### src/hdl/sbus_frame_sync_decoder_core_defines.svh
// Assertion macros used by the frame decoder back end.
`ifndef SBUS_FRAME_SYNC_DECODER_CORE_DEFINES_SVH
`define SBUS_FRAME_SYNC_DECODER_CORE_DEFINES_SVH

`ifndef SYNTH
// Same-cycle implication, sampled on clk, idle during reset.
`define SFSD_ASSERT_IMP(label, ante, cons, msg) \
    label: assert property (@(posedge clk) disable iff (!rst_n) (ante) |-> (cons)) \
        else $error(msg);
// Next-cycle implication, sampled on clk, idle during reset.
`define SFSD_ASSERT_NXT(label, ante, cons, msg) \
    label: assert property (@(posedge clk) disable iff (!rst_n) (ante) |=> (cons)) \
        else $error(msg);
`else
`define SFSD_ASSERT_IMP(label, ante, cons, msg)
`define SFSD_ASSERT_NXT(label, ante, cons, msg)
`endif

`endif

### src/hdl/sfsd_pkg.sv
// Shared types and constants of the frame sync decoder.
`default_nettype none

package sfsd_pkg;

    // Stream port widths
    localparam int unsigned S_DATA_W = 40;
    localparam int unsigned M_DATA_W = 120;

    // Frame layout
    localparam logic [7:0] HEADER_BYTE = 8'h0F;
    localparam logic [7:0] FOOTER_A    = 8'h00;
    localparam logic [7:0] FOOTER_B    = 8'h04;
    localparam int unsigned FRAME_BYTES = 25;
    localparam int unsigned STORE_BYTES = FRAME_BYTES - 2;
    localparam int unsigned DATA_BYTES  = 22;
    localparam int unsigned DATA_W      = DATA_BYTES * 8;
    localparam int unsigned STORE_W     = STORE_BYTES * 8;
    localparam logic [4:0] POS_HUNT     = 5'd0;
    localparam logic [4:0] POS_FOOTER   = 5'(FRAME_BYTES - 1);

    // Channel scaling: raw*1000/1600 + offset, and 1000/1600 is exactly 5/8
    localparam int unsigned RAW_W     = 11;
    localparam int unsigned VALUE_W   = 12;
    localparam int unsigned RAW_MIN   = 200;
    localparam int unsigned RAW_MAX   = 1800;
    localparam int unsigned OUT_MIN   = 1000;
    localparam int unsigned OUT_MAX   = 2000;
    localparam int unsigned SCALE_MUL = OUT_MAX - OUT_MIN;
    localparam int unsigned SCALE_DIV = RAW_MAX - RAW_MIN;
    localparam int unsigned SCALE_OFS = OUT_MIN - (SCALE_MUL * RAW_MIN) / SCALE_DIV;
    localparam int unsigned SCALE_SHIFT = 3;
    localparam int unsigned FAILSAFE_CHANNELS = 4;

    // Frame gap check; gap/20 is (gap>>2)/5 via a reciprocal multiply
    localparam logic [31:0] GAP_LIMIT   = 32'd30;
    localparam logic [31:0] RECIP_5     = 32'hCCCC_CCCD;
    localparam int unsigned RECIP_SHIFT = 34;
    localparam int unsigned PROD_W      = 62;
    localparam int unsigned QUOT_W      = PROD_W - RECIP_SHIFT;

    // Queue between front and back
    localparam int unsigned QUEUE_DEPTH = 2;
    localparam int unsigned PTR_W       = $clog2(QUEUE_DEPTH);
    localparam int unsigned CNT_W       = $clog2(QUEUE_DEPTH + 1);

    // One finished frame handed from front to back
    typedef struct packed {
        logic              bad;
        logic [31:0]       now_ms;
        logic [DATA_W-1:0] data;
    } sfsd_job_t;

    // One result item
    typedef struct packed {
        logic               status;
        logic               last;
        logic [3:0]         channel_index;
        logic [VALUE_W-1:0] channel_value;
        logic               failsafe;
        logic [31:0]        valid_frames;
        logic [31:0]        invalid_frames;
        logic [31:0]        missed_frames;
    } sfsd_result_t;

endpackage

`default_nettype wire

### src/hdl/sfsd_front.sv
// Front end: header hunt, frame byte capture and footer check.
`default_nettype none

module sfsd_front
    import sfsd_pkg::*;
(
    input  wire logic       clk,
    input  wire logic       rst_n,
    input  wire logic       s_tvalid,
    output logic            s_tready,
    input  wire logic [7:0] byte_value,
    input  wire logic [31:0] now_ms,
    input  wire logic       q_full,
    output logic            push,
    output sfsd_job_t       push_job
);

    logic [4:0]         pos_reg;
    logic [4:0]         pos_next;
    logic [STORE_W-1:0] shift_reg;
    logic               accept;
    logic               in_frame;

    // Stall only on the footer byte when the queue has no room
    assign s_tready = (pos_reg != POS_FOOTER) || !q_full;
    assign accept   = s_tvalid && s_tready;
    assign in_frame = (pos_reg != POS_HUNT) && (pos_reg <= POS_FOOTER);

    // Advance frame position
    always_comb
    begin
        pos_next = pos_reg;
        if (accept)
        begin
            if (!in_frame)
                pos_next = (byte_value == HEADER_BYTE) ? 5'd1 : POS_HUNT;
            else if (pos_reg == POS_FOOTER)
                pos_next = POS_HUNT;
            else
                pos_next = pos_reg + 5'd1;
        end
    end

    always_ff @(posedge clk or negedge rst_n)
    begin
        if (!rst_n)
            pos_reg <= POS_HUNT;
        else
            pos_reg <= pos_next;
    end

    // Shift in frame bytes; byte 1 ends up in the lowest bits
    always_ff @(posedge clk)
    begin
        if (accept && in_frame && (pos_reg != POS_FOOTER))
            shift_reg <= {byte_value, shift_reg[STORE_W-1:8]};
    end

    // Hand the finished frame to the back end on the footer
    assign push            = accept && (pos_reg == POS_FOOTER);
    assign push_job.bad    = (byte_value != FOOTER_A) && (byte_value != FOOTER_B);
    assign push_job.now_ms = now_ms;
    assign push_job.data   = shift_reg[DATA_W-1:0];

endmodule

`default_nettype wire

### config.mk
export PLATFORM = sky130hd
export DESIGN_NAME = sfsd_front
export DESIGN_NICKNAME = d
export VERILOG_FILES = /design/src/hdl/sbus_frame_sync_decoder_core_defines.svh /design/src/hdl/sfsd_pkg.sv /design/src/hdl/sfsd_front.sv
export SDC_FILE = /design/constraint.sdc
export NUM_CORES = 1
export LEC_CHECK = 0
export ABC_AREA = 1
export BUFFER_PORTS_ARGS = -buffer_cell sky130_fd_sc_hd__buf_2
export CORE_MARGIN = 2
export CORE_UTILIZATION = 30
export DETAILED_ROUTE_END_ITERATION = 12
export PLACE_DENSITY_LB_ADDON = 0.25
export SETUP_SLACK_MARGIN = 0.05
export SLEW_MARGIN = 20
export SYNTH_ARGS = -nofsm -noshare
export SYNTH_HDL_FRONTEND = slang
export SYNTH_SLANG_ARGS = --single-unit
export TNS_END_PERCENT = 10
### constraint.sdc
create_clock -name clk -period 5.7 [get_ports clk]
set_input_delay 1.14 -clock clk [delete_from_list [all_inputs] [get_ports clk]]
set_output_delay 1.14 -clock clk [all_outputs]
set_load 0.1 [all_outputs]
# --- Word-level counts from Yosys, hierarchy flattened ---
# Index checks and enable logic that the tools add are counted.
op_classes:
  n_mux: 3
  eq_ne: 4
  order_cmp: 1
  n_reduce_logical: 10
  n_addsub: 1
ops:
  columns: ["op", "n"]
  rows:
  - ["5-bit two-way mux", 2]
  - ["8-bit by 4-bit == test with 1-bit output, second input constant", 1]
  - ["8-bit by 3-bit != test with 1-bit output, second input constant", 1]
  - ["8-bit nonzero test", 1]
  - ["1-bit logical AND", 6]
  - ["5-bit by 1-bit adder with 5-bit output, second input constant", 1]
  - ["5-bit == test, second input constant", 1]
  - ["5-bit less-or-equal comparator, second input constant", 1]
  - ["5-bit != test, second input constant", 1]
  - ["5-bit nonzero test", 1]
  - ["1-bit zero test", 1]
  - ["1-bit logical OR", 1]
  - ["1-bit two-way mux", 1]
word_totals:
  wordCells: 21
  register_bits: 189
  in_bits: 44
  output_inout_bits: 211

# --- Longest topological paths before layout ---
# Gate-level depths: netlist of run 1.
logic_depth:
  ltp_word: 5
  mapped_depth: 9
  ltp_nobuf: 9

# --- Worst setup path after synthesis of run 1 ---
# Ideal clock, no wire load.
synth_path:
  kind: "input to register"
  startpoint: "in q_full"
  endpoint: "reg shift_reg[0] (enable)"
  cell_stages: 5
  slack_ns: 0.901
  setup_ns: 0.485
  arrival_time_ns: 4.314
  n_path_buf: 0
  t_required_ns: 5.215
  cell_sequence: "inv_1 nor2_2 nand2_4 nand2_4 nor2_4"
synth_via:
  elab_chain_len: 5
synth_lines:
  columns: ["item", "line_no", "text"]
  rows:
  - ["start: declaration", "sfsd_front.sv:13", "input wire logic q_full,"]
  - ["1-bit zero test", "sfsd_front.sv:25", "assign s_tready = (pos_reg != POS_FOOTER) || !q_full;"]
  - ["1-bit logical OR", "sfsd_front.sv:25", null]
  - ["via s_tready", "sfsd_front.sv:10", "output logic s_tready,"]
  - ["1-bit logical AND", "sfsd_front.sv:26", "assign accept = s_tvalid && s_tready;"]
  - ["1-bit logical AND (2 in series)", "sfsd_front.sv:55", "if (accept && in_frame && (pos_reg != POS_FOOTER))"]
  - ["end signal: assignment", "sfsd_front.sv:56", "shift_reg <= {byte_value, shift_reg[STORE_W-1:8]};"]
  - ["end: declaration", "sfsd_front.sv:20", "logic [STORE_W-1:0] shift_reg;"]
# The timed path passes the listed nets, and every way through them passes these cells.
# A chain may end at the register's enable or synchronous reset.

# --- Final worst setup path of run 1 ---
layout_path:
  startpoint: "in q_full"
  endpoint: "out push"
layout_via:
  elab_chain_len: 4
layout_lines:
  columns: ["item", "line_no", "text"]
  rows:
  - ["1-bit zero test", "sfsd_front.sv:25", null]
  - ["1-bit logical OR", "sfsd_front.sv:25", null]
  - ["1-bit logical AND", "sfsd_front.sv:26", null]
  - ["1-bit logical AND", "sfsd_front.sv:60", "assign push = accept && (pos_reg == POS_FOOTER);"]
  - ["end: declaration", "sfsd_front.sv:14", "output logic push,"]
# Every way passes these cells.

==> metrics.txt, run 1 <==
DR vias 3066; TritonRoute pass-1 iters 4; share of layout cells above drive strength 1 ~47%; hold depth 0; most frequent cells after synthesis buf_4, edfxtp_1, nand2_1; Crit Path Max Fanout 3; Post-synth EDFFs approximately 180; Max Slew Vio Count 0; Final Setup Violations 0; Post-CTS Setup Inserts 0; post-synthesis sequential area ratio approximately three quarters; top post-synthesis cells by area edfxtp_1, buf_4, dfrtp_1; Antenna Nets Post-Route 0; WP depth 7; vias in the first global route around 3200; slowest stage cell, crit path buf_2; crit path buf inv count 4; post-route clock period utilization between 50% and 60%; clk root buf clkbuf_16; Worst Tran Pin Value 0.6795 ns; clock-pin slew on the worst setup and hold paths 0.07 ns; number of distinct library cells after synthesis 16; number of buffers inserted during clock tree synthesis 17; most area-hungry cell type in the Yosys netlist edfxtp_1; slowest cell delay on critical path 0.41 ns; DR WL/cell 14.54 microns; TritonCTS Sinks around 190; crit-path cells buf_2 > inv_1 > nor2_2 > a21boi_2 > nand3_1 > inv_1 > buf_2; Crit. End Element output pin; Slew Limit Headroom a little over half; Starting DRT DRC Count approximately 220; TNS Setup 0 ns; worst skew pair latency roughly 0.43 ns; # nets final 515; top-count cell post-synth buf_4; post-cts resize count 0; clock buffer depth 2; Synth Instances ~470; asr flop ratio synth under 10%; largest net degree at the start of global routing 92; Max Freq between 300 and 400 MHz; Seq cells post-synth around 190; DP HPWL 7.990 mm; Net Count, Synth 511; Mapped Avg Cell Area around 16 sq um; status finished clean; CP arrival a little over 2 ns; Final Hold Violating Endpoints 0; routed wire length 11.81 mm; Post-Route Skew 0.01232 ns; Setup CP Type in -> out; prevailing post-synth register cell edfxtp_1; max_cap viols 0; yosys warns 0; reg2reg path depth 8; Post-Synthesis Cell Area ~7500 sq um; grt total ovfl 0; Initial Utilization around 30%; # diodes 0; first-pass GRT wire length between 15 and 20 mm; Synth top area share roughly three quarters; FP Rows a little under 60; I/O Buffers 190; max FFs per register 184; # IOs 255; HP Class reg -> reg; width of the die 162.6 microns; Setup crit start kind primary input; GRT Overall Usage 8.867%; DR vias/cell 3.776; Tmin final 3.205 ns; Residual DRC 0; area grow syn2layout 5.041%; Worst EP required around 4.6 ns; Crit path max-delay family buffers and inverters; die height about 160 microns; GPL Wtd Cong 0.7511; antenna violations before repair 0; area of the die roughly 26000 sq um; Post-CTS Hold Fix Bufs 0; setup repair after global routing missed its margin no; core footprint 24960 sq um; TritonCTS clock tree built; CTS H-Tree Depth 4
-- cell usage in the layout, fill, tap and decap left out, drive strengths merged --
| master | Yosys | routed |
|---|---|---|
| a21boi | 1 | 1 |
| buf | 208 | 193 |
| clkbuf | 0 | 18 |
| clkinv | 0 | 6 |
| clkinvlp | 0 | 3 |
| dfrtp | 5 | 5 |
| edfxtp | 184 | 184 |
| ha | 2 | 2 |
| inv | 14 | 19 |
| nand2 | 36 | 36 |
| nand3 | 4 | 4 |
| nor2 | 7 | 7 |
| nor3 | 1 | 1 |
| o21ai | 1 | 1 |
| xor2 | 2 | 2 |
-- area by class of cell --
cell class,count,area (sq um)
timing repair buffer,193,985.9
inverter,14,52.55
sequential,189,5650
multi-input combinational,54,280.3
fill,2482,17040
clock buffer,18,429.2
tap,330,412.9
clock inverter,14,113.9
-- path summary, 6_finish.rpt --
kind,startpoint,end,slack (ns)
max,q_full,push,2.49
min,shift_reg[182],shift_reg[174],0.42
max reg2reg,pos_reg[0],shift_reg[50],3.36
min reg2reg,shift_reg[182],shift_reg[174],0.42
max in group asynchronous,rst_n,pos_reg[1],5.03
min in group asynchronous,rst_n,pos_reg[3],0.52
-- per-stage QoR --
stage                     hold WS [ns]  utilization (%)  cell area (sq um)  setup slack [ns]  std cells
final                           0.4197            31.75               7925             2.495        812
after global routing            0.4293            31.75               7925             2.370        812
after CTS                       0.4222            31.75               7925             2.491        812
after detailed placement        0.4045            29.57               7382             2.495        780
after global placement          0.4036            29.57               7382             2.501        780
after floorplan                 0.4003                -               7545            0.9012        465
-- routing by layer --
layer	vias up	GRT usage (%)	wire, microns
met5	-	0	0
met4	0	3.500	191
met3	20	5.551	1512
met2	175	12.82	5091
met1	1476	10.62	5011
li1	1395	-	-
-- cell families (layout without fill, tap and decap cells) --
logic type,Yosys count,count (layout),synth area share (%)
buffers and inverters,222,239,21.39
xor gates and xnor gates,2,2,0.2322
AOI/OAI and AO/OA,2,2,0.2155
adders and majority gates,2,2,0.3316
and+or+nand+nor,48,48,2.935
DFF,189,189,74.89
Power of run 1 is left out: the tool's default activity adds up to more than one toggle a clock period on the data nets, which glitch-free logic cannot reach.
==> run 2, diff against run 1 <==
clock period = 3.3 ns   (was 5.7 ns; I/O delays follow)
==> metrics.txt, run 2 (synthesis results as in run 1) <==
routed wire length 12.02 mm (was 11.81 mm); Setup crit start kind register (was primary input); setup repair after global routing missed its margin no (unchanged); Worst EP required 2.64 ns (was 4.56 ns); slowest stage cell, crit path buf_2 (unchanged); max FFs per register 184 (unchanged); Antenna Nets Post-Route 0 (unchanged); # nets final 514 (was 515); Final Hold Violating Endpoints 0 (unchanged); GR Util met1 11.12% (was 10.62%); HP Class in -> async (was reg -> reg); DR vias/cell 3.806 (was 3.776); most used cell, CP inv_1; Residual DRC 0 (unchanged); max_cap viols 0 (unchanged); width of the die 162.6 microns (unchanged); Max Slew Vio Count 0 (unchanged); Final WS setup 0.6550 ns (was 2.495 ns); Post-CTS Hold Fix Bufs 0 (unchanged); area of the die 26430 sq um (unchanged); TritonCTS clock tree built (unchanged); area grow syn2layout 5.755% (was 5.041%); Post-CTS Setup Inserts 0 (unchanged); TNS Setup 0 ns (unchanged); reg-to-reg critical path endpoint shift_reg[68] (was shift_reg[50]); Slew Limit Headroom 56.41% (was 54.70%); Crit. End Element output pin (unchanged); Starting DRT DRC Count 221 (was 218); Initial Utilization 30.22% (unchanged); R2R Setup Slk 1.23 ns (was 3.36 ns); # IOs 255 (unchanged); Worst Tran Pin Value 0.6539 ns (was 0.6795 ns); CTS H-Tree Depth 4 (unchanged); met3 Resource Use GR 5.373% (was 5.551%); slowest cell delay on critical path 0.41 ns (about the same); clock buffer depth 2 (unchanged); crit path buf inv count 4 (unchanged); clock-pin slew on the worst setup and hold paths 0.07 ns (about the same); antenna violations before repair 0 (unchanged); status finished clean (unchanged); grt total ovfl 0 (unchanged); FP Rows 58 (unchanged); Crit path max-delay family buffers and inverters (unchanged); Max Freq ~380 MHz; Final Setup Violations 0 (unchanged); DR WL/cell 14.84 microns (was 14.54 microns); TritonCTS Sinks 189 (unchanged); commonest non-fill, non-tap cell in the layout buf_2 (unchanged); clk root buf clkbuf_16 (unchanged); largest net degree at the start of global routing 117 (was 92); Crit Path Max Fanout 6 (was 3); GPL Wtd Cong 0.7535 (was 0.7511); GRT Overall Usage 8.986% (was 8.867%); worst skew pair latency 0.42 ns (was 0.43 ns); vias in the first global route 3161 (was 3159); reg2reg path depth 8 (unchanged); CP arrival 1.99 ns (was 2.07 ns); DP HPWL 8.072 mm (was 7.990 mm); met2 GRT Util 13.06% (was 12.82%); first-pass GRT wire length 17.99 mm (was 17.86 mm); post-route clock period utilization about 80%; die height 162.6 microns (unchanged); worst slack, placed 0.9866 ns (was 2.495 ns); # diodes 0 (unchanged); TritonRoute pass-1 iters 4 (unchanged); post-cts resize count 0 (unchanged); grt peak-use layer met2 (unchanged); core footprint 24960 sq um (unchanged); Tmin final approximately 2.6 ns; DR vias 3083 (was 3066); I/O Buffers 190 (unchanged); share of layout cells above drive strength 1 48.13% (was 47.30%); number of buffers inserted during clock tree synthesis 17 (unchanged); critical register-to-register path startpoint pos_reg[0] (unchanged); Post-Route Skew 0.009625 ns (was 0.01232 ns); crit-path cells inv_1 > ha_2 > inv_2 > nor2_4 > a21boi_2 > nand3_1 > inv_1 > buf_2 (was buf_2 > inv_1 > nor2_2 > a21boi_2 > nand3_1 > inv_1 > buf_2); commonest non-fill, non-tap cells in the layout buf_2, edfxtp_1, nand2_1, clkbuf_16, inv_1 (unchanged); Setup CP Type reg -> out (was in -> out)
## run 2: changes by cell type in the layout (fill, tap and decap cells not counted), moves of 2 or more
| cell | change |
|---|---|
| buf_4 | -2 |
| clkinv_4 | -3 |
| clkinvlp_4 | +2 |
| inv_1 | -2 |
| clkinv_1 | -2 |
## run 2: how the worst max path moves through the flow
| stage | cells after the start | end | slack, ns | start |
|---|---|---|---|---|
| global route | 8 | push | 0.49 | pos_reg[0] |
| detailed placement | 7 | push | 0.99 | q_full |
| CTS | 7 | push | 0.64 | pos_reg[0] |
| finish | 8 | push | 0.65 | pos_reg[0] |
| floorplan | 5 | shift_reg[0] | -0.89 | q_full |
| global placement | 7 | push | 1.01 | q_full |
## run 2: metal layers
layer | share of wire [%] | vias to the layer above
met2 | 44 | 178
li1 | - | 1394
met5 | 0 | -
met1 | 43 | 1496
met4 | 1.2 | 0
met3 | 12 | 15
## run 2: layout make-up
class	instances	area (sq um)
Tap cell	330	412.9
Sequential cell	189	5650
Timing Repair Buffer	192	991.0
Clock buffer	18	429.2
Multi-Input combinational cell	54	296.5
Fill cell	2469	16990
Clock inverter	13	133.9
Inverter	14	65.06
## run 2: stage by stage
stage	hold WS, ns	area [sq um]	utilization, %	cells
2_1_floorplan	0.3644	7574	-	465
3_3_place_gp	0.4039	7416	29.71	779
3_5_place_dp	0.4190	7416	29.71	779
4_1_cts	0.02464	7979	31.96	810
5_1_grt	0.02508	7979	31.96	810
6_report	0.05455	7979	31.96	810
## run 2: worst register-to-register path: cells and delay by family, from the launching register on
family | cells | cell delay (ns)
buf+inv | 3 | 0.59
flops | 1 | 0.39
simple gates | 4 | 0.39
fa+ha+maj | 1 | 0.19
Power of run 2 is left out for the same reason.
