[src/hdl/sbus_frame_sync_decoder_core_defines.svh]
// Assertion macros used by the frame decoder back end.
`ifndef SBUS_FRAME_SYNC_DECODER_CORE_DEFINES_SVH
`define SBUS_FRAME_SYNC_DECODER_CORE_DEFINES_SVH

`ifndef SYNTH
// Same-cycle implication, sampled on clk, idle during reset.
`define SFSD_ASSERT_IMP(label, ante, cons, msg) \
    label: assert property (@(posedge clk) disable iff (!rst_n) (ante) |-> (cons)) \
        else $error(msg);
// Next-cycle implication, sampled on clk, idle during reset.
`define SFSD_ASSERT_NXT(label, ante, cons, msg) \
    label: assert property (@(posedge clk) disable iff (!rst_n) (ante) |=> (cons)) \
        else $error(msg);
`else
`define SFSD_ASSERT_IMP(label, ante, cons, msg)
`define SFSD_ASSERT_NXT(label, ante, cons, msg)
`endif

`endif

[src/hdl/sfsd_pkg.sv]
// Shared types and constants of the frame sync decoder.
`default_nettype none

package sfsd_pkg;

    // Stream port widths
    localparam int unsigned S_DATA_W = 40;
    localparam int unsigned M_DATA_W = 120;

    // Frame layout
    localparam logic [7:0] HEADER_BYTE = 8'h0F;
    localparam logic [7:0] FOOTER_A    = 8'h00;
    localparam logic [7:0] FOOTER_B    = 8'h04;
    localparam int unsigned FRAME_BYTES = 25;
    localparam int unsigned STORE_BYTES = FRAME_BYTES - 2;
    localparam int unsigned DATA_BYTES  = 22;
    localparam int unsigned DATA_W      = DATA_BYTES * 8;
    localparam int unsigned STORE_W     = STORE_BYTES * 8;
    localparam logic [4:0] POS_HUNT     = 5'd0;
    localparam logic [4:0] POS_FOOTER   = 5'(FRAME_BYTES - 1);

    // Channel scaling: raw*1000/1600 + offset, and 1000/1600 is exactly 5/8
    localparam int unsigned RAW_W     = 11;
    localparam int unsigned VALUE_W   = 12;
    localparam int unsigned RAW_MIN   = 200;
    localparam int unsigned RAW_MAX   = 1800;
    localparam int unsigned OUT_MIN   = 1000;
    localparam int unsigned OUT_MAX   = 2000;
    localparam int unsigned SCALE_MUL = OUT_MAX - OUT_MIN;
    localparam int unsigned SCALE_DIV = RAW_MAX - RAW_MIN;
    localparam int unsigned SCALE_OFS = OUT_MIN - (SCALE_MUL * RAW_MIN) / SCALE_DIV;
    localparam int unsigned SCALE_SHIFT = 3;
    localparam int unsigned FAILSAFE_CHANNELS = 4;

    // Frame gap check; gap/20 is (gap>>2)/5 via a reciprocal multiply
    localparam logic [31:0] GAP_LIMIT   = 32'd30;
    localparam logic [31:0] RECIP_5     = 32'hCCCC_CCCD;
    localparam int unsigned RECIP_SHIFT = 34;
    localparam int unsigned PROD_W      = 62;
    localparam int unsigned QUOT_W      = PROD_W - RECIP_SHIFT;

    // Queue between front and back
    localparam int unsigned QUEUE_DEPTH = 2;
    localparam int unsigned PTR_W       = $clog2(QUEUE_DEPTH);
    localparam int unsigned CNT_W       = $clog2(QUEUE_DEPTH + 1);

    // One finished frame handed from front to back
    typedef struct packed {
        logic              bad;
        logic [31:0]       now_ms;
        logic [DATA_W-1:0] data;
    } sfsd_job_t;

    // One result item
    typedef struct packed {
        logic               status;
        logic               last;
        logic [3:0]         channel_index;
        logic [VALUE_W-1:0] channel_value;
        logic               failsafe;
        logic [31:0]        valid_frames;
        logic [31:0]        invalid_frames;
        logic [31:0]        missed_frames;
    } sfsd_result_t;

endpackage

`default_nettype wire

[src/hdl/sfsd_queue.sv]
// Short frame queue between front and back end.
`default_nettype none

module sfsd_queue
    import sfsd_pkg::*;
(
    input  wire logic      clk,
    input  wire logic      rst_n,
    input  wire logic      push,
    input  wire sfsd_job_t push_job,
    output logic           full,
    output logic           valid,
    output sfsd_job_t      head,
    input  wire logic      pop
);

    sfsd_job_t        mem_reg [QUEUE_DEPTH];
    logic [PTR_W-1:0] wr_ptr_reg;
    logic [PTR_W-1:0] wr_ptr_next;
    logic [PTR_W-1:0] rd_ptr_reg;
    logic [PTR_W-1:0] rd_ptr_next;
    logic [CNT_W-1:0] count_reg;
    logic [CNT_W-1:0] count_next;
    logic             do_push;
    logic             do_pop;

    assign full    = (count_reg == CNT_W'(QUEUE_DEPTH));
    assign valid   = (count_reg != '0);
    assign head    = mem_reg[rd_ptr_reg];
    assign do_push = push && !full;
    assign do_pop  = pop && valid;

    // Advance pointers and fill count
    always_comb
    begin
        wr_ptr_next = wr_ptr_reg;
        rd_ptr_next = rd_ptr_reg;
        count_next  = count_reg;
        if (do_push)
            wr_ptr_next = (wr_ptr_reg == PTR_W'(QUEUE_DEPTH - 1)) ? '0 : wr_ptr_reg + 1'b1;
        if (do_pop)
            rd_ptr_next = (rd_ptr_reg == PTR_W'(QUEUE_DEPTH - 1)) ? '0 : rd_ptr_reg + 1'b1;
        if (do_push && !do_pop)
            count_next = count_reg + 1'b1;
        else if (do_pop && !do_push)
            count_next = count_reg - 1'b1;
    end

    always_ff @(posedge clk or negedge rst_n)
    begin
        if (!rst_n)
        begin
            wr_ptr_reg <= '0;
            rd_ptr_reg <= '0;
            count_reg  <= '0;
        end
        else
        begin
            wr_ptr_reg <= wr_ptr_next;
            rd_ptr_reg <= rd_ptr_next;
            count_reg  <= count_next;
        end
    end

    // Store entry
    always_ff @(posedge clk)
    begin
        if (do_push)
            mem_reg[wr_ptr_reg] <= push_job;
    end

endmodule

`default_nettype wire

[config.mk]
export PLATFORM = sky130hd
export DESIGN_NAME = sfsd_queue
export DESIGN_NICKNAME = d
export VERILOG_FILES = /design/src/hdl/sbus_frame_sync_decoder_core_defines.svh /design/src/hdl/sfsd_pkg.sv /design/src/hdl/sfsd_queue.sv
export SDC_FILE = /design/constraint.sdc
export NUM_CORES = 1
export LEC_CHECK = 0
export BUFFER_PORTS_ARGS = -buffer_cell sky130_fd_sc_hd__buf_2
export CORE_ASPECT_RATIO = 0.5
export CORE_UTILIZATION = 34
export CTS_CLUSTER_DIAMETER = 200
export CTS_CLUSTER_SIZE = 30
export DETAILED_ROUTE_END_ITERATION = 16
export SYNTH_ARGS = -nofsm -noshare
export SYNTH_HDL_FRONTEND = slang
export SYNTH_SLANG_ARGS = --single-unit
[constraint.sdc]
create_clock -name clk -period 13.2 [get_ports clk]
set_input_delay 1.98 -clock clk [delete_from_list [all_inputs] [get_ports clk]]
set_output_delay 1.98 -clock clk [all_outputs]
set_load 0.02 [all_outputs]
==> Yosys cells after proc, flatten, opt, wreduce, memory -nomap -nowiden <==
Memory sizes are Yosys's and may differ from the RTL's.
Index checks and enable logic that the tools add are counted.
{ "totals": {"ff_bits": 4, "latchBits": 0, "ram_bits": 418, "rom_bits": 0, "output_inout_bits": 211, "wordCells": 24, "mem_count": 1} }
{ "classes": {"add_sub_neg": 4, "multipliers": 0, "div": 0, "magnitude_cmp": 0, "n_eq_ne": 1, "shifts": 0, "mux": 6, "bitwise_logic": 0, "n_reduce_logical": 9} }
{ "mem_list": {"columns": ["name", "words", "width", "rd", "rd_clocked_by_memory_dff", "wr", "line", "source"], "rows": [
  ["mem_reg", 2, 209, 1, 0, 1, "sfsd_queue.sv:17", "sfsd_job_t mem_reg [QUEUE_DEPTH];"]
]} }
{ "ops": {"columns": ["cell", "count"], "rows": [
  ["$logic_and A1 B1 Y1", 4],
  ["$mux W1", 4],
  ["$mux W2", 2],
  ["$reduce_bool A2 Y1", 2],
  ["$logic_not A1 Y1", 3],
  ["$add A1 B1 Y1 const B", 2],
  ["$add A2 B1 Y2 const B", 1],
  ["$eq A2 B2 Y1 const B", 1],
  ["$sub A2 B1 Y2 const B", 1]
]} }

==> Logic depth before layout (Yosys ltp) <==
Gate-level depths: netlist (run 1).
{ "depth": {"depth_word": 7, "depth_mapped": 7} }

==> Worst setup path after synthesis (run 1) <==
Ideal clock, no wire load.
{ "synth_timing": {"path_type": "input to register", "from": "input port push", "to": "memory mem_reg[0][0] (netlist name), enable pin", "setup_ns": 0.781, "t_arrival_ns": 10.732, "path_slack_ns": 1.686, "path_stages": 2, "cell_sequence": "nand2_1 > nor2_1"} }
{ "synth_between": {"elab_chain_cells": 3} }
{ "synth_rtl": {"columns": ["item", "line", "source"], "rows": [
  ["from (decl)", "sfsd_queue.sv:9", "input wire logic push,"],
  ["$logic_and A1 B1 Y1", "sfsd_queue.sv:30", "assign do_push = push && !full;"],
  ["$mux W1", "sfsd_queue.sv:68", "if (do_push)"],
  ["$mux W1 (not written as such)", "sfsd_queue.sv:69", "mem_reg[wr_ptr_reg] <= push_job;"],
  ["to (decl)", "sfsd_queue.sv:17", null]
]} }
Every way passes these cells.

==> results of run 1 <==
power groups by stage:
stage	Clock [W]	Combinational [W]	Sequential [W]
2_1_floorplan	0	0.00106	0.00200
6_report	0.000656	0.00144	0.00194
3_3_place_gp	0	0.00145	0.00196
5_1_grt	0.000719	0.00152	0.00197
4_1_cts	0.000678	0.00147	0.00194
3_5_place_dp	0	0.00146	0.00197
cell type report:
| type | instances | area share |
|---|---|---|
| Antenna cell | 13 | 0.001751 |
| Timing Repair Buffer | 431 | 0.1172 |
| Multi-Input combinational cell | 222 | 0.1322 |
| Inverter | 2 | 0.0004040 |
| Clock buffer | 23 | 0.02525 |
| Clock inverter | 2 | 0.002492 |
| Tap cell | 588 | 0.03960 |
| Sequential cell | 422 | 0.6811 |
metrics by stage:
stage / area, um2 / std cells
finish: 18580 / 1703
CTS: 18550 / 1690
global placement: 18030 / 1665
global route: 18580 / 1703
detailed placement: 18030 / 1665
floorplan: 15360 / 669
cell usage after synthesis:
master and count:
inv_1 2, edfxtp_1 418, ha_1 1, dfrtp_1 4, and3_1 1, buf_2 1
xnor2_1 3, buf_6 22, or2_2 1, nor2_1 2, xor2_1 2, mux2_2 209
nand2b_1 1, nand2_1 2
path summary, 6_finish.rpt:
check / startpoint / end / slack, ns / cells past startpoint
worst max-delay path: rd_ptr_reg$_DFFE_PN0P_ / head[174] / 7.82 / 4
worst min-delay path: count_reg[1]$_DFFE_PN0P_ / count_reg[1]$_DFFE_PN0P_ / 0.52 / 1
worst max register to register: count_reg[0]$_DFFE_PN0P_ / mem_reg[0][47]$_DFFE_PP_ / 9.64 / 5
worst min register to register: count_reg[1]$_DFFE_PN0P_ / count_reg[1]$_DFFE_PN0P_ / 0.52 / 1
max in group asynchronous: rst_n / rd_ptr_reg$_DFFE_PN0P_ / 11.82 / 1
min in group asynchronous: rst_n / wr_ptr_reg$_DFFE_PN0N_ / 1.24 / 1
critical path, delay by kind of cell (launching register included):
family	cells	cell delay [ns]
buf+inv	3	1.50
flops	1	0.87
mux	1	0.42
layer usage:
metal	vias up	global-route usage	wire (um)
met3	75	0.02352	1074
met4	8	0.06652	1398
met2	141	0.3131	22210
met1	4106	0.1485	11560
met5	-	0	44
li1	3521	-	-
cells by family (layout without fill, tap and decap cells):
logic type	after synthesis	in the layout	synth area share
other cells	0	13	0
buf+inv	25	458	0.01695
simple gates	7	7	0.002201
fa+ha+maj	1	1	0.0008147
flops	422	422	0.8239
mux	209	209	0.1533
xor+xnor	5	5	0.002852
==> run summary, run 1 <==
power share of the clock group -> 0.163
GP Congestion -> 0.8341
initial antenna violation count -> 17
IO Pins -> 424
Net Switching -> 0.001403 W
max reg flops -> 418
# clock sinks -> 422
Distinct cells, synth -> 14
Setup Skew -> 0.02320 ns
Logic pwr share -> 0.357
Vias -> 7851
footprint of the multi-input gates -> 2456 um2
critical setup path kind -> register to primary output
Power Total -> 0.004034 W
RSZ-0062 raised after global routing -> false
commonest non-fill, non-tap cell in the layout -> buf_2
Final Core Density -> 0.4218
H-tree Lvls -> 1
Starting Density -> 0.3486
Fin. Hold Viols -> 0
post-CTS setup buffer count -> 0
crit path time final -> 5.380 ns
maximum cell stage delay along the critical path -> 0.87 ns
DRT iter0 DRCs -> 527
largest cells by area after synthesis -> edfxtp_1 82%, mux2_2 15%, buf_6 1.6%
DPL Wire Length -> 26.10 mm
DIE AREA -> 46070 um2
leakage -> 6.756 nW
Worst-Margin Slew -> 1.147 ns
fillers -> 3956
WP data arrival -> 3.40 ns
DRT Wirelength -> 36.29 mm
Layout Nets -> 1311
VDD IR-drop max -> 0.00008229 V
worst path cell trace -> buf_4 -> buf_4 -> mux2_2 -> buf_2
fin crit share -> 0.4076
Worst Hold Class -> register to register
DRT antenna net count -> 0
Pint -> 0.002630 W
Area Overhead vs Synth -> 21.00%
Fin Setup TNS -> 0 ns
cts hold-fix bufs -> 0
largest area contributor in the netlist -> edfxtp_1
Worst EP required -> 11.22 ns
num rows -> 54
first-pass iteration count of the detailed router -> 4
drt drc -> 0
Synth Area per Inst -> 22.95 um2
fmax -> 185.9 MHz
die width -> 302.6 um
Mapped Cells -> 669
status -> finished clean
CTS tree -> yes
PwrDens -> 217.1 nW/um2
top cell type's share of synthesized area -> 0.8174
Yosys reg bits -> 422
Via density -> 4.610
first-pass GRT wire length -> 52.27 mm
cell mode on critical path -> buf_4
Die Y-Extent -> 152.3 um
Seq. cell area -> 12660 um2
Syn Std Cell Area -> 15360 um2
critical path startpoint category -> register
largest net degree at the start of global routing -> 81
Crit Path Max Fanout -> 56
worst hold margin -> 0.5245 ns
Final Setup Violations -> 0
clk buf depth -> 3
Switching Fraction -> 0.3479
Crit-path slowest cell -> dfrtp_4
TritonCTS Buffers -> 18
max-cap violations -> 0
layout cells sized above 1 -> 0.6025
Seq/Total Area, Yosys -> 0.8239
fin. max-slew vios -> 0
final worst slack -> 7.820 ns
Worst setup EP type -> primary output
Congestion Overflow GR -> 0
dpl ws -> 8.185 ns
cts repair resizes -> 0
most frequent cells in the layout -> 423 x buf_2, 418 x edfxtp_1, 209 x mux2_2, 18 x clkbuf_16, 8 x buf_4
root buffer cell -> clkbuf_16
relative slew slack -> 0.2335
clock latency on the worst-skew pair -> 0.53 ns
vias in the first global route -> 8268
gr usage total -> 0.1532
Post-Syn Nets -> 883
share of total power in sequential cells -> 0.480
Synth Warn # -> 0
WL/cell -> 21.31 um
core box area -> 44050 um2
CTS clk-pin slew, worst paths -> 0.11 ns
port buffer count -> 423
(Power assumes the default switching activity.)
==> run 2, diff against run 1 <==
- clock period: 13.2 -> 5.1 ns (I/O delays scaled with it)
==> run 2 against run 1 <==
Cell area rose by 0.53%. Clock power rose to 2.7 times the previous value. Clock skew rose by 0.020 ns. Core utilization rose by 0.22 points. Worst setup slack got worse by 6.2 ns. Non-clock buffer count rose by 4. Flip-flop and latch count did not move. Cell count rose by 0.35%.
==> run summary, run 2 (synthesized netlist as in run 1, its figures left out) <==
max-cap violations -> 0 (unchanged)
clk buf depth -> 3 (unchanged)
DIE AREA -> 46070 um2 (unchanged)
Setup Skew -> 0.04290 ns (was 0.02320 ns)
Congestion Overflow GR -> 0 (unchanged)
Vias -> 7714 (was 7851)
Fin Setup TNS -> 0 ns (unchanged)
WL/cell -> 20.68 um (was 21.31 um)
# clock sinks -> 422 (unchanged)
DPL Wire Length -> 25.16 mm (was 26.10 mm)
max reg flops -> 418 (unchanged)
largest net degree at the start of global routing -> 73 (was 81)
Starting Density -> 0.3486 (unchanged)
initial antenna violation count -> 13 (was 17)
commonest non-fill, non-tap cell in the layout -> buf_2 (unchanged)
worst hold margin -> 0.4038 ns (was 0.5245 ns)
VDD IR-drop max -> 0.0002549 V (was 0.00008229 V)
Via density -> 4.514 (was 4.610)
first-pass iteration count of the detailed router -> 4 (unchanged)
critical path startpoint category -> register (unchanged)
Worst EP required -> 4.34 ns (was 11.22 ns)
gr usage total -> 0.1487 (was 0.1532)
Crit-path slowest cell -> dfrtp_4 (unchanged)
DRT antenna net count -> 0 (unchanged)
vias in the first global route -> 8345 (was 8268)
GP Congestion -> 0.8328 (was 0.8341)
WP data arrival -> 2.67 ns (was 3.40 ns)
leakage -> 6.798 nW (was 6.756 nW)
num rows -> 54 (unchanged)
Worst-Margin Slew -> 1.151 ns (was 1.147 ns)
Worst Hold Class -> primary input to register (was register to register)
Fin. Hold Viols -> 0 (unchanged)
Final Setup Violations -> 0 (unchanged)
layout cells sized above 1 -> 0.6020 (was 0.6025)
DRT Wirelength -> 35.34 mm (was 36.29 mm)
crit path time final -> 3.435 ns
Layout Nets -> 1315 (was 1311)
fmax -> 291.1 MHz
worst path cell trace -> buf_4 -> mux2_2 -> buf_2 (was buf_4 -> buf_4 -> mux2_2 -> buf_2)
critical setup path kind -> register to primary output (unchanged)
drt drc -> 0 (unchanged)
most frequent cells in the layout -> 423 x buf_2, 418 x edfxtp_1, 209 x mux2_2, 19 x clkbuf_16 (was 423 x buf_2, 418 x edfxtp_1, 209 x mux2_2, 18 x clkbuf_16, 8 x buf_4)
RSZ-0062 raised after global routing -> false (unchanged)
fin. max-slew vios -> 0 (unchanged)
Area Overhead vs Synth -> 21.64% (was 21.00%)
H-tree Lvls -> 1 (unchanged)
TritonCTS Buffers -> 18 (unchanged)
Die Y-Extent -> 152.3 um (unchanged)
root buffer cell -> clkbuf_16 (unchanged)
first-pass GRT wire length -> 51.36 mm (was 52.27 mm)
status -> finished clean (unchanged)
fillers -> 3922 (was 3956)
Crit Path Max Fanout -> 61 (was 56)
Worst setup EP type -> primary output (unchanged)
die width -> 302.6 um (unchanged)
fin crit share -> 0.6736
core box area -> 44050 um2 (unchanged)
CTS clk-pin slew, worst paths -> 0.11 ns (about the same)
post-CTS setup buffer count -> 0 (unchanged)
IO Pins -> 424 (unchanged)
relative slew slack -> 0.2310 (was 0.2335)
Top delay family on crit path -> flip-flops (was buffers and inverters)
CTS tree -> yes (unchanged)
maximum cell stage delay along the critical path -> 1.00 ns (was 0.87 ns)
DRT iter0 DRCs -> 419 (was 527)
CP bufs+invs -> 2 (was 3)
PwrDens -> 563.2 nW/um2 (was 217.1 nW/um2)
port buffer count -> 423 (unchanged)
clock latency on the worst-skew pair -> 0.54 ns (was 0.53 ns)
run 2: metrics by stage:
stage / cells / util / worst slack [ns] / cell area [um2] / total power, W
after floorplan: 669 / - / 0.6904 / 15360 / 0.007739
after global placement: 1668 / 0.4110 / 2.235 / 18100 / 0.008876
after detailed placement: 1668 / 0.4110 / 2.183 / 18100 / 0.008955
after CTS: 1696 / 0.4233 / 1.568 / 18650 / 0.01070
after global routing: 1709 / 0.4240 / 1.505 / 18680 / 0.01098
final: 1709 / 0.4240 / 1.665 / 18680 / 0.01052
run 2: metal layers:
layer	vias to the layer above	global-route usage	share of wire
li1	3525	-	-
met1	3996	0.1456	0.34
met2	137	0.3079	0.61
met3	56	0.01682	0.019
met4	0	0.06198	0.034
met5	-	0	0
run 2: path summary, 6_finish.rpt:
path,startpoint,endpoint,slack [ns],cells past startpoint
worst min-delay path,push_job[78],mem_reg[0][78]$_DFFE_PP_,0.40,1
worst min register to register,count_reg[1]$_DFFE_PN0P_,count_reg[1]$_DFFE_PN0P_,0.51,1
max in group asynchronous,rst_n,rd_ptr_reg$_DFFE_PN0P_,4.34,2
min in group asynchronous,rst_n,count_reg[0]$_DFFE_PN0P_,0.62,2
worst max-delay path,rd_ptr_reg$_DFFE_PN0P_,head[105],1.66,3
worst max register to register,count_reg[0]$_DFFE_PN0P_,mem_reg[0][26]$_DFFE_PP_,2.49,4
run 2: cell type report:
cell class	instances	area, um2	share of cell area
sequential	422	12660	0.6775
multi-input combinational	222	2456	0.1315
clock buffer	26	501.7	0.02686
antenna	13	32.53	0.001742
tap	588	735.7	0.03939
inverter	2	7.507	0.0004019
clock inverter	1	30.03	0.001608
timing repair buffer	435	2260	0.1210
run 2: worst reg2reg max path: stages, from the launching register on:
cell and delay (ns):
dfrtp_1 0.42, nand2b_1 0.20, nand2_1 0.15, nor2_4 0.89, buf_4 0.55
run 2: power by group:
group	internal, W	leakage [nW]	switching [W]
clock network	0.000708	0.254	0.00104
logic	0.00143	2.62	0.00236
registers	0.00473	3.93	0.000260
run 2: what timing repair did:
item                      CTS  global route
hold endpoints to repair    4             0
hold buffers                1             0
resized for setup           0             0
==> run 3, diff against run 2 <==
- clock period: 5.1 -> 2.8 ns (I/O delays scaled with it)
==> run 3 against run 2 <==
Cell count grew 0.70%. Critical endpoint is now head[152]. Flip-flop and latch count unchanged. Largest power group unchanged. Highest routed layer is now met5. Sequential share of layout area decreased by 0.79 points. First-iteration DRC count rose by 18%.
==> run summary, run 3 (synthesized netlist as in run 1, its figures left out) <==
status -> finished clean (unchanged)
DRT iter0 DRCs -> 494 (was 419)
GP Congestion -> 0.8377 (was 0.8328)
clock latency on the worst-skew pair -> 0.54 ns (about the same)
max-cap violations -> 0 (unchanged)
vias in the first global route -> 8299 (was 8345)
Worst Hold Class -> primary input to register (unchanged)
placed cell area -> 18290 um2 (was 18100 um2)
worst path cell trace -> buf_12 -> mux2_2 -> buf_2 (was buf_4 -> mux2_2 -> buf_2)
Final Cell Area -> 18900 um2 (was 18680 um2)
worst hold margin -> 0.05458 ns (was 0.4038 ns)
Congestion Overflow GR -> 0 (unchanged)
CTS clk-pin slew, worst paths -> 0.12 ns (was 0.11 ns)
clk buf depth -> 3 (unchanged)
VDD IR-drop max -> 0.0004971 V (was 0.0002549 V)
crit path time final -> 2.560 ns
Crit Path Max Fanout -> 37 (was 61)
Seq. cell area -> 12660 um2 (unchanged)
RSZ-0062 raised after global routing -> false (unchanged)
critical path startpoint category -> register (unchanged)
Die Y-Extent -> 152.3 um (unchanged)
Fin. Hold Viols -> 0 (unchanged)
Area Overhead vs Synth -> 23.08% (was 21.64%)
commonest non-fill, non-tap cell in the layout -> buf_2 (unchanged)
H-tree Lvls -> 1 (unchanged)
fin. max-slew vios -> 0 (unchanged)
largest net degree at the start of global routing -> 112 (was 73)
die width -> 302.6 um (unchanged)
TritonCTS Buffers -> 18 (unchanged)
Via density -> 4.530 (was 4.514)
DPL Wire Length -> 25.76 mm (was 25.16 mm)
WP data arrival -> 2.14 ns (was 2.67 ns)
PwrDens -> 1033 nW/um2 (was 563.2 nW/um2)
# clock sinks -> 422 (unchanged)
maximum cell stage delay along the critical path -> 0.72 ns (was 1.00 ns)
initial antenna violation count -> 11 (was 13)
first-pass GRT wire length -> 51.95 mm (was 51.36 mm)
drt drc -> 0 (unchanged)
Fin Setup TNS -> 0 ns (unchanged)
Final Setup Violations -> 0 (unchanged)
DRT Wirelength -> 35.84 mm (was 35.34 mm)
critical setup path kind -> register to primary output (unchanged)
core box area -> 44050 um2 (unchanged)
footprint of the multi-input gates -> 2471 um2 (was 2456 um2)
Worst setup EP type -> primary output (unchanged)
DRT antenna net count -> 0 (unchanged)
Vias -> 7796 (was 7714)
fin crit share -> 0.9144
Worst-Margin Slew -> 0.6713 ns (was 1.151 ns)
layout cells sized above 1 -> 0.6046 (was 0.6020)
DIE AREA -> 46070 um2 (unchanged)
relative slew slack -> 0.5525 (was 0.2310)
max reg flops -> 418 (unchanged)
Layout Nets -> 1325 (was 1315)
Worst EP required -> 2.38 ns (was 4.34 ns)
leakage -> 6.902 nW (was 6.798 nW)
IO Pins -> 424 (unchanged)
Starting Density -> 0.3486 (unchanged)
CTS tree -> yes (unchanged)
most frequent cells in the layout -> 423 x buf_2, 418 x edfxtp_1, 209 x mux2_2, 19 x clkbuf_16 (unchanged)
fmax -> 390.6 MHz
Top delay family on crit path -> flip-flops (unchanged)
fillers -> 3923 (was 3922)
WL/cell -> 20.83 um (was 20.68 um)
Crit-path slowest cell -> dfrtp_4 (unchanged)
CP bufs+invs -> 2 (unchanged)
Final Core Density -> 0.4291 (was 0.4240)
num rows -> 54 (unchanged)
root buffer cell -> clkbuf_16 (unchanged)
gr usage total -> 0.1500 (was 0.1487)
port buffer count -> 423 (unchanged)
first-pass iteration count of the detailed router -> 4 (unchanged)
Setup Skew -> 0.03757 ns (was 0.04290 ns)
-- run 3: layer usage --
layer | track usage | up-vias | wire length [um]
met1 | 0.1558 | 4051 | 12630
met4 | 0.05911 | 2 | 1226
li1 | - | 3551 | -
met5 | 0 | - | 13
met2 | 0.3002 | 125 | 21180
met3 | 0.01925 | 67 | 795
-- run 3: timing repair --
item	in CTS	in global routing
endpoints found under the hold margin	4	0
setup endpoints to repair	0	62
gates resized for setup	0	0
buffers inserted	0	1
hold buffers	1	0
-- run 3: worst paths after layout --
check | startpoint | end | slack, ns | cells after the start
min in group asynchronous | rst_n | wr_ptr_reg$_DFFE_PN0N_ | 0.24 | 2
max reg2reg | count_reg[0]$_DFFE_PN0P_ | mem_reg[0][157]$_DFFE_PP_ | 0.98 | 4
min reg2reg | count_reg[0]$_DFFE_PN0P_ | count_reg[0]$_DFFE_PN0P_ | 0.55 | 1
max | rd_ptr_reg$_DFFE_PN0P_ | head[152] | 0.24 | 3
min | push_job[72] | mem_reg[0][72]$_DFFE_PP_ | 0.05 | 1
max in group asynchronous | rst_n | rd_ptr_reg$_DFFE_PN0P_ | 2.42 | 2
-- run 3: layout make-up --
cell class                      count  area share
Antenna cell                       10    0.001324
Clock buffer                       31     0.02754
Clock inverter                      1    0.001589
Inverter                            2   0.0003972
Multi-Input combinational cell    222      0.1307
Sequential cell                   422      0.6696
Tap cell                          588     0.03893
Timing Repair Buffer              445      0.1299
-- run 3: worst register-to-register path, cell delays in order (launching register included) --
cell and delay [ns]:
dfrtp_1 0.44, nand2b_4 0.18, nand2_4 0.06, nor2_4 0.33, buf_4 0.46
-- run 3: through the flow --
| step | setup WS [ns] | total power (W) | std cells |
|---|---|---|---|
| after floorplan | -1.304 | 0.01411 | 669 |
| after global placement | 0.6640 | 0.01639 | 1677 |
| after detailed placement | 0.6501 | 0.01653 | 1677 |
| after CTS | 0.01929 | 0.01976 | 1710 |
| after global routing | 0.1444 | 0.02037 | 1721 |
| final | 0.2397 | 0.01952 | 1721 |
-- run 3: power breakdown --
part	switching (W)	leakage (nW)	internal (W)	total, W
Combinational	0.00446	2.71	0.00285	0.00731
Clock	0.00191	0.260	0.00132	0.00322
Sequential	0.000387	3.93	0.00860	0.00899
Total	0.00675	6.90	0.0128	0.0195
